`config.mk`:
```
export PLATFORM = sky130hd
export DESIGN_NAME = env_line_validator
export DESIGN_NICKNAME = d
export VERILOG_FILES = /design/src/rtl/elv_pkg.sv /design/src/rtl/elv_flags.sv /design/src/rtl/elv_totals.sv /design/src/rtl/env_line_validator.sv
export SDC_FILE = /design/constraint.sdc
export NUM_CORES = 1
export LEC_CHECK = 0
export BUFFER_PORTS_ARGS = -buffer_cell sky130_fd_sc_hd__buf_2
export CAP_MARGIN = 5
export CORE_UTILIZATION = 57
export CTS_CLUSTER_DIAMETER = 80
export DETAILED_ROUTE_END_ITERATION = 6
export GPL_TIMING_DRIVEN = 0
export HOLD_SLACK_MARGIN = 0.06
export PLACE_DENSITY = 0.82
export SYNTH_ARGS = -nofsm -noshare
export SYNTH_HDL_FRONTEND = slang
export SYNTH_SLANG_ARGS = --single-unit
```
`constraint.sdc`:
```
create_clock -name clk -period 6.4 [get_ports clk]
set_clock_uncertainty 0.2 [all_clocks]
set_input_delay 1.6 -clock clk [delete_from_list [all_inputs] [get_ports clk]]
set_output_delay 1.6 -clock clk [all_outputs]
set_load 0.01 [all_outputs]
```
`src/rtl/elv_pkg.sv`:
```
// Package for the env line validator: result codes, character constants,
// counter widths and the structs passed between the validator modules.
// No dependencies.
package elv_pkg;

  localparam int COUNT_WIDTH = 24;
  localparam int OUT_FIELDS_W = 5 + 3 * COUNT_WIDTH;
  localparam int OUT_TDATA_W = ((OUT_FIELDS_W + 7) / 8) * 8;
  localparam int OUT_PAD_W = OUT_TDATA_W - OUT_FIELDS_W;

  localparam logic [7:0] CH_HASH      = 8'h23;
  localparam logic [7:0] CH_EQUALS    = 8'h3D;
  localparam logic [7:0] CH_UNDERLINE = 8'h5F;
  localparam logic [7:0] CH_DQUOTE    = 8'h22;
  localparam logic [7:0] CH_SQUOTE    = 8'h27;
  localparam logic [7:0] CH_BACKSLASH = 8'h5C;

  typedef enum logic [3:0] {
    STATUS_OK          = 4'd0,
    STATUS_BLANK       = 4'd1,
    STATUS_COMMENT     = 4'd2,
    STATUS_NO_EQUALS   = 4'd3,
    STATUS_KEY_LEAD_WS = 4'd4,
    STATUS_KEY_TRAIL_WS = 4'd5,
    STATUS_VAL_LEAD_WS = 4'd6,
    STATUS_BAD_KEY     = 4'd7,
    STATUS_OPEN_DOUBLE = 4'd8,
    STATUS_OPEN_SINGLE = 4'd9,
    STATUS_TRAILING    = 4'd10,
    STATUS_BAD_VALUE   = 4'd11
  } status_t;

  typedef struct packed {
    status_t status;
    logic    warn;
  } verdict_t;

  typedef struct packed {
    logic [COUNT_WIDTH-1:0] warnings;
    logic [COUNT_WIDTH-1:0] errors;
    logic [COUNT_WIDTH-1:0] checked;
  } totals_t;

endpackage

```
`src/rtl/elv_flags.sv`:
```
// Per-line flag tracker: updates the line, key and value flags with each
// character and gives the verdict for the line as it would end here.
// Depends on elv_pkg.
module elv_flags
  import elv_pkg::*;
(
  input  logic       clk,
  input  logic       rst,
  input  logic       step,
  input  logic [7:0] ch,
  input  logic       has_char,
  input  logic       line_end,
  output verdict_t   verdict
);

  typedef enum logic [1:0] {
    QUOTE_NONE   = 2'd0,
    QUOTE_DOUBLE = 2'd1,
    QUOTE_SINGLE = 2'd2
  } quote_t;

  typedef struct packed {
    logic any;
    logic allsp;
    logic hash;
    logic eq;
  } line_t;

  typedef struct packed {
    logic nz;
    logic fws;
    logic lws;
    logic bad;
    logic low;
  } key_t;

  typedef struct packed {
    logic   nz;
    logic   fws;
    quote_t quote;
    logic   closed;
    logic   trail;
    logic   bad;
  } value_t;

  localparam line_t  LINE_CLEAR  = '{any: 1'b0, allsp: 1'b1, hash: 1'b0, eq: 1'b0};
  localparam key_t   KEY_CLEAR   = '0;
  localparam value_t VALUE_CLEAR = '{nz: 1'b0, fws: 1'b0, quote: QUOTE_NONE,
                                     closed: 1'b0, trail: 1'b0, bad: 1'b0};

  line_t  line, line_next;
  key_t   key, key_next;
  value_t value, value_next;

  logic is_sp, is_up, is_lo, is_dig, key_first_ok, key_next_ok, val_bad;
  logic [7:0] close_ch;

  assign is_sp = (ch == 8'h20) || (ch >= 8'h09 && ch <= 8'h0D);
  assign is_up = (ch >= 8'h41) && (ch <= 8'h5A);
  assign is_lo = (ch >= 8'h61) && (ch <= 8'h7A);
  assign is_dig = (ch >= 8'h30) && (ch <= 8'h39);
  assign key_first_ok = is_up || is_lo || (ch == CH_UNDERLINE);
  assign key_next_ok = key_first_ok || is_dig;
  assign val_bad = is_sp || (ch == CH_SQUOTE) || (ch == CH_DQUOTE) || (ch == CH_BACKSLASH);
  assign close_ch = (value.quote == QUOTE_DOUBLE) ? CH_DQUOTE : CH_SQUOTE;

  always_comb begin
    line_next = line;
    key_next = key;
    value_next = value;
    if (has_char) begin
      if (!line.any && ch == CH_HASH) line_next.hash = 1'b1;
      line_next.any = 1'b1;
      if (!is_sp) line_next.allsp = 1'b0;
      if (!line.eq) begin
        if (ch == CH_EQUALS) begin
          line_next.eq = 1'b1;
        end else begin
          if (!key.nz) begin
            key_next.nz = 1'b1;
            if (is_sp) key_next.fws = 1'b1;
            if (!key_first_ok) key_next.bad = 1'b1;
          end else if (!key_next_ok) begin
            key_next.bad = 1'b1;
          end
          key_next.lws = is_sp;
          if (is_lo) key_next.low = 1'b1;
        end
      end else if (!value.nz) begin
        value_next.nz = 1'b1;
        if (is_sp) value_next.fws = 1'b1;
        if (ch == CH_DQUOTE) value_next.quote = QUOTE_DOUBLE;
        else if (ch == CH_SQUOTE) value_next.quote = QUOTE_SINGLE;
        else if (val_bad) value_next.bad = 1'b1;
      end else if (value.quote != QUOTE_NONE) begin
        if (value.closed) value_next.trail = 1'b1;
        else if (ch == close_ch) value_next.closed = 1'b1;
      end else if (val_bad) begin
        value_next.bad = 1'b1;
      end
    end
  end

  always_comb begin
    verdict.warn = 1'b0;
    if (line_next.allsp) begin
      verdict.status = STATUS_BLANK;
    end else if (line_next.hash) begin
      verdict.status = STATUS_COMMENT;
    end else if (!line_next.eq) begin
      verdict.status = STATUS_NO_EQUALS;
    end else if (key_next.nz && key_next.fws) begin
      verdict.status = STATUS_KEY_LEAD_WS;
    end else if (key_next.nz && key_next.lws) begin
      verdict.status = STATUS_KEY_TRAIL_WS;
    end else if (value_next.nz && value_next.fws) begin
      verdict.status = STATUS_VAL_LEAD_WS;
    end else if (!key_next.nz || key_next.bad) begin
      verdict.status = STATUS_BAD_KEY;
    end else begin
      verdict.warn = key_next.low;
      if (!value_next.nz) begin
        verdict.status = STATUS_OK;
      end else if (value_next.quote != QUOTE_NONE) begin
        if (!value_next.closed) begin
          verdict.status = (value_next.quote == QUOTE_DOUBLE) ? STATUS_OPEN_DOUBLE
                                                              : STATUS_OPEN_SINGLE;
        end else if (value_next.trail) begin
          verdict.status = STATUS_TRAILING;
        end else begin
          verdict.status = STATUS_OK;
        end
      end else if (value_next.bad) begin
        verdict.status = STATUS_BAD_VALUE;
      end else begin
        verdict.status = STATUS_OK;
      end
    end
  end

  always_ff @(posedge clk) begin
    if (rst) begin
      line <= LINE_CLEAR;
      key <= KEY_CLEAR;
      value <= VALUE_CLEAR;
    end else if (step) begin
      if (line_end) begin
        line <= LINE_CLEAR;
        key <= KEY_CLEAR;
        value <= VALUE_CLEAR;
      end else begin
        line <= line_next;
        key <= key_next;
        value <= value_next;
      end
    end
  end

endmodule

```
`src/rtl/elv_totals.sv`:
```
// Saturating running totals of checked lines, errors and warnings.
// Gives the totals including the line being ended. Depends on elv_pkg.
module elv_totals
  import elv_pkg::*;
(
  input  logic     clk,
  input  logic     rst,
  input  logic     step,
  input  verdict_t verdict,
  output totals_t  totals_next
);

  totals_t totals;
  logic    is_error, is_checked;

  assign is_error = (verdict.status != STATUS_OK) && (verdict.status != STATUS_BLANK) &&
                    (verdict.status != STATUS_COMMENT);
  assign is_checked = is_error || (verdict.status == STATUS_OK);

  always_comb begin
    totals_next = totals;
    if (is_checked && totals.checked != '1) totals_next.checked = totals.checked + 1'b1;
    if (is_error && totals.errors != '1) totals_next.errors = totals.errors + 1'b1;
    if (verdict.warn && totals.warnings != '1) totals_next.warnings = totals.warnings + 1'b1;
  end

  always_ff @(posedge clk) begin
    if (rst) begin
      totals <= '0;
    end else if (step) begin
      totals <= totals_next;
    end
  end

endmodule

```
`src/rtl/env_line_validator.sv`:
```
// Top level of the env line validator: input register, flag tracker,
// totals and result register. Depends on elv_pkg, elv_flags, elv_totals.
//
// Usage: the s_axis channel carries one character of a KEY=VALUE line per
// request; tdata holds the character, tuser says whether it is valid, and
// tlast marks the request that ends the line (tuser low with tlast high
// ends the line without adding a character). For each line end the m_axis
// channel delivers one result with the status code, the lowercase warning
// and the three saturating running totals; other requests give no result.
// A line end goes through the input register and the result register to
// m_axis_tvalid. One request is taken every cycle while s_axis_tready is
// high; the character flags are updated in a single pass between them.
// Reset clears the line flags, the totals and both valid bits. When the
// receiver stalls, characters keep flowing until a second line end reaches
// the input register while a result is still waiting; s_axis_tready then
// drops until the waiting result is taken.
module env_line_validator
  import elv_pkg::*;
(
  input  logic                   clk,
  input  logic                   rst,
  input  logic                   s_axis_tvalid,
  output logic                   s_axis_tready,
  input  logic [7:0]             s_axis_tdata,  // ch
  input  logic                   s_axis_tuser,  // has_char
  input  logic                   s_axis_tlast,  // line_end
  output logic                   m_axis_tvalid,
  input  logic                   m_axis_tready,
  // status[3:0], warn_lowercase, lines_checked, error_count, warning_count
  output logic [OUT_TDATA_W-1:0] m_axis_tdata
);

  logic       in_valid;
  logic [7:0] in_ch;
  logic       in_has;
  logic       in_end;
  logic       step;

  verdict_t verdict;
  totals_t  totals_next;
  verdict_t out_verdict;
  totals_t  out_totals;

  assign step = in_valid && (!in_end || !m_axis_tvalid || m_axis_tready);
  assign s_axis_tready = !in_valid || step;

  always_ff @(posedge clk) begin
    if (rst) begin
      in_valid <= 1'b0;
    end else if (s_axis_tvalid && s_axis_tready) begin
      in_valid <= 1'b1;
    end else if (step) begin
      in_valid <= 1'b0;
    end
  end

  always_ff @(posedge clk) begin
    if (s_axis_tvalid && s_axis_tready) begin
      in_ch <= s_axis_tdata;
      in_has <= s_axis_tuser;
      in_end <= s_axis_tlast;
    end
  end

  elv_flags u_flags (
    .clk      (clk),
    .rst      (rst),
    .step     (step),
    .ch       (in_ch),
    .has_char (in_has),
    .line_end (in_end),
    .verdict  (verdict)
  );

  elv_totals u_totals (
    .clk         (clk),
    .rst         (rst),
    .step        (step && in_end),
    .verdict     (verdict),
    .totals_next (totals_next)
  );

  always_ff @(posedge clk) begin
    if (rst) begin
      m_axis_tvalid <= 1'b0;
    end else if (step && in_end) begin
      m_axis_tvalid <= 1'b1;
    end else if (m_axis_tready) begin
      m_axis_tvalid <= 1'b0;
    end
  end

  always_ff @(posedge clk) begin
    if (step && in_end) begin
      out_verdict <= verdict;
      out_totals <= totals_next;
    end
  end

  assign m_axis_tdata = {{OUT_PAD_W{1'b0}}, out_totals.warnings, out_totals.errors,
                         out_totals.checked, out_verdict.warn, out_verdict.status};

  a_stall_only_on_full: assert property (@(posedge clk) disable iff (rst)
    !s_axis_tready |-> (m_axis_tvalid && !m_axis_tready && in_valid && in_end))
    else $error("input stalled without a waiting result");

  a_errors_not_above_checked: assert property (@(posedge clk) disable iff (rst)
    totals_next.errors <= totals_next.checked)
    else $error("error total exceeds checked total");

  a_warn_only_valid_key: assert property (@(posedge clk) disable iff (rst)
    (m_axis_tvalid && out_verdict.warn) |->
      (out_verdict.status == STATUS_OK || out_verdict.status == STATUS_OPEN_DOUBLE ||
       out_verdict.status == STATUS_OPEN_SINGLE || out_verdict.status == STATUS_TRAILING ||
       out_verdict.status == STATUS_BAD_VALUE))
    else $error("lowercase warning on a line without a valid key");

  a_result_after_line_end: assert property (@(posedge clk) disable iff (rst)
    $rose(m_axis_tvalid) |-> $past(step && in_end))
    else $error("result raised without a line end");

endmodule

```
Word level (Yosys, flattened, before mapping)
Cells that the tools add are included.
{"block": "classes", "n_addsub": 3, "n_mul": 0, "n_div": 0, "n_lt_le_gt_ge": 8, "eq_ne": 15, "shift": 0, "n_mux": 61, "n_bitwise": 0, "reduce_logical": 41}
{"cell": "24-bit by 1-bit adder with 24-bit output, second input constant", "count": 3}
{"cell": "24-bit 2-to-1 mux", "count": 3}
{"cell": "24-bit != test, second input constant", "count": 3}
{"cell": "4-bit 2-to-1 mux", "count": 14}
{"cell": "8-bit by 6-bit equality test with 1-bit output, second input constant", "count": 5}
{"cell": "1-bit 2-to-1 mux", "count": 31}
{"cell": "7-bit 2-to-1 mux", "count": 3}
{"cell": "5-bit 2-to-1 mux", "count": 4}
{"cell": "8-bit by 7-bit equality test with 1-bit output, second input constant", "count": 2}
{"cell": "8-bit by 7-bit greater-or-equal comparator with 1-bit output, second input constant", "count": 2}
{"cell": "8-bit by 7-bit less-or-equal comparator with 1-bit output, second input constant", "count": 2}
{"cell": "1-bit logical AND", "count": 16}
{"cell": "1-bit logical OR", "count": 12}
{"cell": "2-bit nonzero test", "count": 5}
{"cell": "8-bit equality test", "count": 1}
{"cell": "8-bit by 4-bit greater-or-equal comparator with 1-bit output, second input constant", "count": 1}
{"cell": "8-bit by 6-bit greater-or-equal comparator with 1-bit output, second input constant", "count": 1}
{"cell": "8-bit by 4-bit less-or-equal comparator with 1-bit output, second input constant", "count": 1}
{"cell": "8-bit by 6-bit less-or-equal comparator with 1-bit output, second input constant", "count": 1}
{"cell": "2-bit 2-to-1 mux", "count": 4}
{"cell": "3-bit 2-to-1 mux", "count": 2}
{"cell": "1-bit logical NOT", "count": 5}
{"cell": "2-bit by 1-bit equality test with 1-bit output, second input constant", "count": 2}
{"cell": "4-bit logical NOT", "count": 1}
{"cell": "4 further kinds", "count": 4}
{"block": "word_totals", "ff_bits": 177, "latchBits": 0, "ramBits": 0, "rom_bits": 0, "input_bits": 14, "output_inout_bits": 82, "elab_cells": 156, "mem_count": 0}

Depth between registers and ports, before layout
{"block": "depth", "word_depth": 30, "mapped_depth": 13, "ltp_nobuf": 11}

Modules after synthesis
A second synthesis with hierarchy kept.
{"block": "hier_totals", "hier_cells": 902, "hier_area_um2": 8847.2}
{"module": "elv_totals", "n_inst": 1, "cells_per_inst": 632, "area_each_um2": 4869.7}
{"module": "env_line_validator", "n_inst": 1, "cells_per_inst": 103, "area_each_um2": 2742.6}
{"module": "elv_flags", "n_inst": 1, "cells_per_inst": 167, "area_each_um2": 1234.9}

Least setup slack after synthesis
OpenSTA, ideal clock, no wires.
{"block": "synth_timing", "path_kind": "input to register", "start": "input m_axis_tready", "end": "register u_flags.value[0] in the netlist's numbering", "setup_ns": 0.139, "t_arrival_ns": 4.967, "setup_slack_ns": 1.094, "cell_stages": 9, "path_cell_list": "nor2b_1 nand2_1 and2_1 nand2_1 clkinv_1 clkbuf_1 nor2_1 o21ai_0 nor2_1"}
{"block": "synth_via", "elab_chain_len": 2}
{"element": "from (decl)", "line_no": "env_line_validator.sv:28", "rtl": "input logic m_axis_tready,"}
{"element": "1-bit logical OR", "line_no": "env_line_validator.sv:44", "rtl": "assign step = in_valid && (!in_end || !m_axis_tvalid || m_axis_tready);"}
{"element": "1-bit logical AND", "line_no": "env_line_validator.sv:44"}
{"element": "to (signal assigned)", "line_no": "elv_flags.sv:154", "rtl": "value <= value_next;"}
{"element": "to (decl)", "line_no": "elv_flags.sv:53", "rtl": "value_t value, value_next;"}
Every way passes these cells.
A chain may end at the register's enable or synchronous reset.

==> metrics.txt <==
simple-gate share of the synthesized area=24.04%; pwr dens=243.9 mW/mm^2; final setup fails=0; Synth area leader=edfxtp_1; Post-synth ARST share=0%; Max-Cap Viols=0; setup bufs post-CTS=0; ANT nets after route=0; Post-Synthesis Cell Area=0.008527 mm^2; fillcell total=1119; Critical R2R Launch=in_ch[3]$_DFFE_PP_; total grt overflow=0; Worst Hold Class=register to register; chip width=124.3 um; DIE AREA=0.01545 mm^2; PortBufs=92; crit path DAT=4.11 ns; initial antenna violation count=0; Slew Limit Fails=0; Hold Startpoint=u_flags.value[5]$_SDFFE_PP0P_; Clk pwr share=45.8%; fraction of layout cells with a size suffix above 1=16.55%; Synth Area in Adders=0.4402%; Inserted Clock Buffers=17; All-Layer GR Usage=24.18%; H-tree depth=4; Initial Utilization=58.45%; Clock Sinks=177; Layout Nets=995; clk slew on worst S/H paths=0.07 ns; vias in the first global route=6288; Avg Inst Size Synth=9.869 um^2; Pwr Total=2.413 mW; Die H=124.3 um; power share of the sequential group=49.9%; I/O pin total=96; Fin Setup TNS=0 ns; clk buf depth=2; CTS tree=built; Comb pwr share=4.3%; Fmax achieved=241.0 MHz; Hold Slack=0.2797 ns; maximum vdd drop=0.1948 mV; Critical Path Source Type=register; later-pin clock latency in the skew report=0.44 ns; core area=0.01459 mm^2; required time worst endpoint=6.36 ns; Hold Buf Count CTS=0; Synth Area in Compound Gates=7.366%; top-area cell type share of the netlist area=30.64%; xor/xnor share of the synthesized area=11.20%; synth top area cells=edfxtp_1, dfxtp_1, xnor2_1; GPL Wtd Cong=0.9422; Area Overhead vs Synth=16.04%; clock root cell=clkbuf_16; switching fraction of total power=21.50%; Critical Path Fanout Max=10; final worst-path cycle share=64.84%; final hold vios=0; final core occ=67.82%; # resized after CTS=0; unrepaired setup endpoints after global routing=no; first-pass GRT wire length=30140 um; mux cell area share after synthesis=2.348%; DR vias/cell=5.783; Yosys Warn Count=0; DRT Pass-1 Iters=6; drt total wl=18350 um; Final HPWL DP=12560 um; sequential share of the synthesized area=51.77%; Yosys cell types=63; Synth Flop Type=dfxtp_1; Crit. Startpoint=in_ch[3]$_DFFE_PP_; status=completed; largest family of logic cells by synthesized area=simple AND/OR/NAND/NOR gates; pin count of the biggest net entering global routing=45; crit end category=register; crit path time final=4.149 ns; Pint=1.894 mW; post-route DRC violation count=0; EDFF count, synth=87; #FFs+latches synth=177; Vias=6795; worst-margin pin slew=1.069 ns; Switch Pwr=0.5187 mW; DR WL/cell=15.61 um; Crit Path Category=register to register; cell count after synthesis=864; Core Rows=44; Diodes inserted=0; Leakage=3.917 nW; Slew HR=28.40%; Iteration-0 DRC Markers=579
-- final cells by class --
cell class	count	area (um^2)	share of cell area (%)
Clock inverter	9	113.9	1.151
Inverter	12	45.04	0.4552
Tap cell	184	230.2	2.327
Buffer	43	197.7	1.998
Clock buffer	23	531.8	5.374
Multi-Input combinational cell	634	3881	39.23
Sequential cell	177	4414	44.61
Timing Repair Buffer	93	480.5	4.856
-- final timing paths --
| path | slack [ns] | cells past startpoint | end |
|---|---|---|---|
| setup / recovery | 2.25 | 11 | m_axis_tdata[52]$_DFFE_PP_ |
| hold / removal | 0.28 | 2 | u_flags.value[5]$_SDFFE_PP0P_ |
| setup reg to reg | 2.25 | 11 | m_axis_tdata[52]$_DFFE_PP_ |
| hold reg to reg | 0.28 | 2 | u_flags.value[5]$_SDFFE_PP0P_ |
-- metrics by stage --
stage,instances,cell area [um^2],setup WS (ns)
6_report,1175,9894,2.251
5_1_grt,1175,9894,1.950
4_1_cts,1175,9894,2.279
3_5_place_dp,1143,9249,1.836
3_3_place_gp,1142,9225,-0.6185
2_1_floorplan,866,8534,1.094
-- sequential cells by signal, indices dropped and copies added (netlist names) --
| register | cells |
|---|---|
| u_totals.totals | 72 |
| u_flags.value | 7 |
| in_valid | 1 |
| in_ch | 8 |
| in_end | 1 |
| u_flags.line | 4 |
| m_axis_tdata | 77 |
| m_axis_tvalid | 1 |
| in_has | 1 |
| u_flags.key | 5 |
-- kinds of logic after synthesis --
logic type / count (synthesis)
AO/OA/AOI/OAI: 97
XOR/XNOR: 109
adder cells (fa/ha/maj): 3
buffers and inverters: 55
flip-flops: 177
multiplexers: 18
other: 1
AND/OR/NAND/NOR: 404
-- routing by layer --
layer / track usage (%) / part of all wire (%) / up-vias
met1: 31.42 / 45 / 3226
met4: 9.993 / 2.1 / 0
li1: - / - / 3293
met2: 39.62 / 48 / 243
met3: 4.639 / 4.8 / 33
met5: 0 / 0 / -
-- cell usage after synthesis (all sizes together), types with 3 or more instances --
cell type    n
nor2       115
dfxtp       90
edfxtp      87
nand2       67
xnor2       64
nand3       47
xor2        45
and3        39
nor3        34
clkbuf      33
a21oi       32
nor4        21
o21ai       19
mux2        16
nor2b       16
inv         11
buf         10
or4         10
a31oi        9
and2         9
nand2b       8
nor3b        8
o31ai        8
or3          7
nand4        5
nor4b        5
or2          5
a21o         4
ha           3
o21bai       3
o41ai        3
-- power by group through the flow --
stage	Sequential, mW	Combinational (mW)	Clock [mW]
floorplan	1.23	0.0644	0
global placement	1.23	0.0991	0
detailed placement	1.23	0.102	0
CTS	1.20	0.103	1.12
global route	1.20	0.113	1.17
finish	1.20	0.104	1.11
-- critical path, stage by stage (launching register included) --
cell and delay, ns:
edfxtp_1 0.47, and3b_1 0.25, o21ai_1 0.18, nand2_1 0.15, o41ai_1 0.70, nor3_1 0.10, o31a_1 0.38, a21oi_2 0.35
clkbuf_1 0.47, buf_2 0.33, nor3_1 0.10, xor2_1 0.19
-- cells in the final DEF, fill, tap and decap left out, types with 3 or more instances in the layout --
cell | Yosys | layout
nand3_1 | 47 | 47
o41ai_1 | 3 | 3
ha_1 | 3 | 3
nand2_1 | 67 | 67
clkbuf_1 | 33 | 33
buf_2 | 5 | 97
a21o_1 | 4 | 4
a21oi_1 | 31 | 31
or2_2 | 3 | 3
inv_1 | 11 | 11
nand4_1 | 5 | 5
xnor2_1 | 64 | 64
edfxtp_1 | 87 | 87
clkinvlp_4 | 0 | 3
and3_1 | 39 | 39
nor3_1 | 34 | 34
and2_1 | 8 | 8
mux2_2 | 16 | 16
nand2b_1 | 8 | 8
or4_1 | 10 | 10
dfxtp_1 | 90 | 90
a31oi_1 | 9 | 9
conb_1 | 1 | 3
or3_1 | 7 | 7
nor3b_1 | 8 | 8
nor4b_1 | 5 | 5
nor2_1 | 115 | 115
clkbuf_16 | 0 | 20
nor2b_1 | 16 | 16
nor4_1 | 19 | 19
o31ai_1 | 7 | 7
buf_4 | 3 | 3
xor2_1 | 45 | 45
o21ai_0 | 17 | 17
Power figures use the tool's default switching activity.
